<file path="src/rtl/tds_pkg.sv">
// ---------------------------------------------------------------------------
// Tridiagonal solver package
// Shared row item type, queue status and fixed-point helpers.
// ---------------------------------------------------------------------------
`timescale 1ns / 1ps
`default_nettype none

package tds_pkg;

    localparam int DATA_W = 32;
    localparam int IDX_W  = 6;

    localparam logic signed [65:0] SAT_MAX = 66'sd2147483647;
    localparam logic signed [65:0] SAT_MIN = -66'sd2147483648;

    // One classified row as it travels from front to back
    typedef struct packed {
        logic signed [DATA_W-1:0] diag;
        logic signed [DATA_W-1:0] upper;
        logic signed [DATA_W-1:0] lower;
        logic signed [DATA_W-1:0] rhs;
        logic                     last;
        logic [IDX_W-1:0]         idx;
    } row_t;

    // Queue status seen by the back end
    typedef struct packed {
        logic       avail;
        logic [1:0] count;
    } q_stat_t;

    // Clamp a wide signed value to 32 bits
    function automatic logic signed [DATA_W-1:0] sat32(input logic signed [65:0] v);
        logic signed [DATA_W-1:0] r;
        if (v > SAT_MAX)
            r = 32'sh7fffffff;
        else if (v < SAT_MIN)
            r = 32'sh80000000;
        else
            r = v[DATA_W-1:0];
        return r;
    endfunction

endpackage

`default_nettype wire

</file>
<file path="src/rtl/tds_front.sv">
// ---------------------------------------------------------------------------
// Tridiagonal solver front end
// Accepts rows, tags each with its index and last mark, and queues them.
// ---------------------------------------------------------------------------
`timescale 1ns / 1ps
`default_nettype none

module tds_front
    import tds_pkg::*;
#(
    parameter int MAX_ROWS = 64
)
(
    input  wire logic                     clk,
    input  wire logic                     rst_n,
    input  wire logic                     in_valid,
    output logic                          in_ready,
    input  wire logic signed [DATA_W-1:0] diag_value,
    input  wire logic signed [DATA_W-1:0] upper_value,
    input  wire logic signed [DATA_W-1:0] lower_value,
    input  wire logic signed [DATA_W-1:0] rhs_value,
    input  wire logic                     final_row,
    input  wire logic                     pop,
    output row_t                          row_out,
    output q_stat_t                       stat
);

    row_t             q_mem [2];
    logic             wr_ptr_reg;
    logic             rd_ptr_reg;
    logic [1:0]       count_reg;
    logic [IDX_W-1:0] row_cnt_reg;
    logic             push;
    logic             do_pop;
    logic             is_last;
    row_t             entry;

    assign in_ready = (count_reg != 2'd2);
    assign push     = in_valid && in_ready;
    assign do_pop   = pop && (count_reg != 2'd0);
    assign is_last  = final_row || (row_cnt_reg == IDX_W'(MAX_ROWS - 1));

    // Classify the incoming row
    always_comb
    begin
        entry.diag  = diag_value;
        entry.upper = upper_value;
        entry.lower = lower_value;
        entry.rhs   = rhs_value;
        entry.last  = is_last;
        entry.idx   = row_cnt_reg;
    end

    // Store queue entries
    always_ff @(posedge clk)
    begin
        if (push)
            q_mem[wr_ptr_reg] <= entry;
    end

    // Advance pointers, count and row index
    always_ff @(posedge clk or negedge rst_n)
    begin
        if (!rst_n)
        begin
            wr_ptr_reg  <= 1'b0;
            rd_ptr_reg  <= 1'b0;
            count_reg   <= 2'd0;
            row_cnt_reg <= '0;
        end
        else
        begin
            if (push)
            begin
                wr_ptr_reg  <= ~wr_ptr_reg;
                row_cnt_reg <= is_last ? '0 : row_cnt_reg + 1'b1;
            end
            if (do_pop)
                rd_ptr_reg <= ~rd_ptr_reg;
            count_reg <= count_reg + {1'b0, push} - {1'b0, do_pop};
        end
    end

    assign row_out    = q_mem[rd_ptr_reg];
    assign stat.avail = (count_reg != 2'd0);
    assign stat.count = count_reg;

endmodule

`default_nettype wire

</file>
<file path="config.mk">
export PLATFORM = sky130hd
export DESIGN_NAME = tds_front
export DESIGN_NICKNAME = d
export VERILOG_FILES = /design/src/rtl/tds_pkg.sv /design/src/rtl/tds_front.sv
export SDC_FILE = /design/constraint.sdc
export NUM_CORES = 1
export LEC_CHECK = 0
export ABC_AREA = 1
export BUFFER_PORTS_ARGS = -buffer_cell sky130_fd_sc_hd__clkbuf_2
export CORE_MARGIN = 10
export CORE_UTILIZATION = 40
export DETAILED_ROUTE_END_ITERATION = 10
export PLACE_DENSITY_LB_ADDON = 0.3
export SLEW_MARGIN = 0
export SYNTH_ARGS = -nofsm -noshare
export SYNTH_HDL_FRONTEND = slang
export SYNTH_SLANG_ARGS = --single-unit
</file>
<file path="constraint.sdc">
create_clock -name clk -period 8.45 [get_ports clk]
set_clock_uncertainty 0.1 [all_clocks]
set_input_delay 1.69 -clock clk [delete_from_list [all_inputs] [get_ports clk]]
set_output_delay 1.69 -clock clk [all_outputs]
set_load 0.02 [all_outputs]
</file>
## Word level (Yosys, flattened, before mapping)

Memories as Yosys holds them, arrays and structs flattened.
Index checks and enable logic that the tools add are counted.

| cells by class | value |
|---|---|
| add/subtract/negate cells | 3 |
| reduce and logical (&&, ||, !) cells | 4 |
| muxes and demuxes | 3 |
| equal/unequal tests | 2 |
| bitwise operators | 2 |

Operators by type and width:

| cell | number |
|---|---|
| $add 6x1->6 const B | 1 |
| $eq 6x6->1 const B | 1 |
| $mux 6 | 1 |
| $add 2x1->2 | 1 |
| $logic_and 1x1->1 | 2 |
| $mux 1 | 2 |
| $ne 2x2->1 const B | 1 |
| $not 1->1 | 2 |
| $reduce_bool 2->1 | 1 |
| $sub 2x1->2 | 1 |
| $logic_or 1x1->1 | 1 |

| word-level totals | value |
|---|---|
| memories | 1 |
| RAM bits | 270 |
| input bits | 133 |
| flip-flop bits (word level) | 10 |

Memories:

| name | words | bits a word | rd ports | clocked after Yosys merged registers in | wr ports | line | source |
|---|---|---|---|---|---|---|---|
| q_mem | 2 | 135 | 1 | 0 | 1 | tds_front.sv:28 | `row_t q_mem [2];` |

## Depth between registers and ports, before layout

| logic depth | value |
|---|---|
| depth after elaboration | 4 |
| depth in mapped cells | 8 |
| gate-level depth less buffers | 8 |

## Least setup slack after synthesis

OpenSTA, ideal clock, no wires.

| timing path | value |
|---|---|
| path kind | input to register |
| from | input port in_valid |
| to | memory q_mem[1][0] in the netlist's numbering, enable pin |
| arrival | 7424 ps |
| path slack | 294 ps |
| cell stages on the path | 2 |
| setup time | 632 ps |
| data required time | 7718 ps |
| cell sequence | nand2_2 > nor2_1 |

| between the ends | value |
|---|---|
| cells in the longest elaborated chain, start to end | 3 |

RTL lines:

| element | line | source |
|---|---|---|
| start, declared | tds_front.sv:16 | `input wire logic in_valid,` |
| $logic_and 1x1->1 | tds_front.sv:39 | `assign push = in_valid && in_ready;` |
| $mux 1 | tds_front.sv:57 | `if (push)` |
| $mux 1 (not written as such) | tds_front.sv:58 | `q_mem[wr_ptr_reg] <= entry;` |
| end, declared | tds_front.sv:28 |  |

Every way passes these cells.

==> impl_metrics.yaml <==
synthesis:
  ys_seq_area_frac: 0.809
  netlist.area_leader.share: 0.785
  synth_seq_cells: 280
  syn_avg_cell_area_um2: 13.5
  syn_nets: 902
  yosysUniqueCellTypes: 21
  syn_area_mm2: 0.0103
  synth_cells: 767
  synthTopCellsByArea: "edfxtp_1, nand2_1, dfrtp_1, buf_2, buf_4"
  synth_warnings: 0
  yosysTopAreaCell: "edfxtp_1"
floorplan:
  die_w_um: 181
  die-area_mm2: 0.0327
  floorplan.initialDensity: 0.408
  coreArea_mm2: 0.0253
  fp.dieH_um: 181
  io_pins: 272
  row_count: 58
worst_hold_path:
  hold_class: "register to register"
  hold_path_end: "q_mem[1][5]"
  min_from: "row_cnt_reg[5]"
  whs_path_depth: 0
routing:
  drt_iter0_markers: 364
  routed_via_density: 4.60
  drc: 0
  antenna_left: 0
  dr.pass1.iters: 4
  routed_wl_um: 24500
  vias: 6446
  wl_per_cell_um: 17.5
job:
  cap_violations: 0
worst_setup_path:
  required_ns: 6.66
  r2r_cells: 4
  worstReg2RegStart: "count_reg[1]"
  path_max_fanout: 70
  path_class: "register to output pin"
  crit_arrival_ns: 3.09
  reg2reg_slack_ns: 5.55
  end_kind: "output pin"
  worstPathCellList: "inv_4, buf_4, nand2_1, nand2_1, clkbuf_2"
  cpPeakStageDelay_ns: 0.72
  crit_path_frequent_cell: "nand2_1"
  rr_endpoint: "q_mem[1][64]"
  slowest_stage: "dfrtp_4"
  path_buf_inv: 3
  cp_top_family: "buffers and inverters"
  crit_cells: 5
  crit_path_start_kind: "register"
timing:
  whs_ns: 0.424
  min_period_over_period: 0.578
  rsz0062_at_grt: "false"
  setup_viol: 0
  relSlewSlack: 0.250
  fmax_mhz: 205
  hold_viol: 0
  tightest_slew_ns: 1.12
  fin_setup_tns_ns: 0
  slew_violations: 0
  fin_crit_ns: 4.88
final_layout:
  finalNetCount: 1180
  layout_common_cells: "nand2_1, clkbuf_2, edfxtp_1, clkbuf_16, clkbuf_1"
  largest_reg_flops: 270
  areaGrowthSynthToFinish_pct: 24.9
  layout_commonest_cell: "nand2_1"
  fillers: 2216
  drive_gt1_frac: 0.301
pwr:
  pwr-share-clk: 0.245
  p_per_area_mw_per_mm2: 380
  seqPwrFrac: 0.412
  pwr-share-comb: 0.342
  p_int_uw: 3050
  ir_drop_mv: 0.240
  p_leak_uw: 0.00558
  power.switching_uw: 1850
  power.total_uw: 4910
  switching_share: 0.377
place:
  dp_hpwl_um: 16500
  gp_congestion: 0.789
  portBuffers: 271
grt:
  overflow: 0
  grt_pass1_vias: 6548
  grt_first_pass_wirelength_um: 37100
  grt_antenna_before_repair: 5
  grt_use_total: 0.143
  grt_start_max_net_pins: 84
cts:
  cts-resized-gates: 0
  clockBufferDepth: 3
  htreeDepth: 1
  cts_tree: "yes"
  clk_latency_ns: 0.53
  cts_buffers: 28
  clk_pin_slew_ns: 0.06
  ctsRootBufferMaster: "clkbuf_16"
  cts_num_sinks: 280
  cts_hold_buffers: 0
  postCtsSetupRepairBufs: 0
status:
  status: "finished, final reports clean"
synthesized netlist by cell type (all sizes together):
cell    instances
clkbuf          7
ha              2
a21oi           1
nand4           2
nand3           2
xnor2           1
o21ai           2
xor2            5
o21bai          1
nand2         421
edfxtp        270
or2             1
dfrtp          10
buf            22
inv            10
nor2           10
cell families after synthesis:
group / after synthesis / share of synthesized area
and+or+nand+nor: 436 / 0.160
DFF: 280 / 0.809
buffers and inverters: 39 / 0.0196
xor gates and xnor gates: 6 / 0.00509
AOI/OAI and AO/OA: 4 / 0.00363
adders and majority gates: 2 / 0.00242
through the flow:
step | instances | cell area [um2] | worst slack, ns | utilization
2_1_floorplan | 767 | 10300 | 0.294 | -
3_3_place_gp | 1345 | 12000 | 4.04 | 0.474
3_5_place_dp | 1345 | 12000 | 4.03 | 0.474
4_1_cts | 1396 | 12900 | 3.46 | 0.509
5_1_grt | 1399 | 12900 | 3.30 | 0.509
6_report | 1400 | 12900 | 3.57 | 0.510
routing by layer:
metal  track usage  share of wire
met5             0        0.00053
met4        0.0591          0.034
met3        0.0390          0.064
met2         0.253           0.52
met1         0.158           0.38
area by class of cell:
| type | instances | area, um2 | share of cell area |
|---|---|---|---|
| tap | 330 | 413 | 0.0320 |
| antenna | 4 | 10.0 | 0.000776 |
| multi-input combinational | 448 | 1780 | 0.138 |
| clock buffer | 40 | 767 | 0.0594 |
| inverter | 10 | 40.0 | 0.00310 |
| timing repair buffer | 277 | 1400 | 0.109 |
| sequential | 280 | 8360 | 0.648 |
| clock inverter | 11 | 128 | 0.00989 |
power by group through the flow:
stage	Combinational, uW	Sequential (uW)	Clock, uW
2_1_floorplan	1120	2060	0
3_3_place_gp	1720	2040	0
3_5_place_dp	1730	2050	0
4_1_cts	1730	2030	1240
5_1_grt	1840	2050	1300
6_report	1680	2020	1200
worst max-delay path by stage:
stage | startpoint | endpoint | slack (ns)
global placement | rd_ptr_reg | row_out[67] | 4.04
floorplan | in_valid | q_mem[1][0] | 0.29
finish | rd_ptr_reg | row_out[67] | 3.57
detailed placement | rd_ptr_reg | row_out[67] | 4.03
CTS | rd_ptr_reg | row_out[67] | 3.46
global route | rd_ptr_reg | row_out[67] | 3.30
worst register-to-register path, cell delays in order (launching register included):
cell	delay, ns
dfrtp_1	0.47
nand2_2	0.13
nand2_2	0.14
nor2_4	0.88
buf_4	0.75
Note: power is estimated with default switching activity, not from simulation.
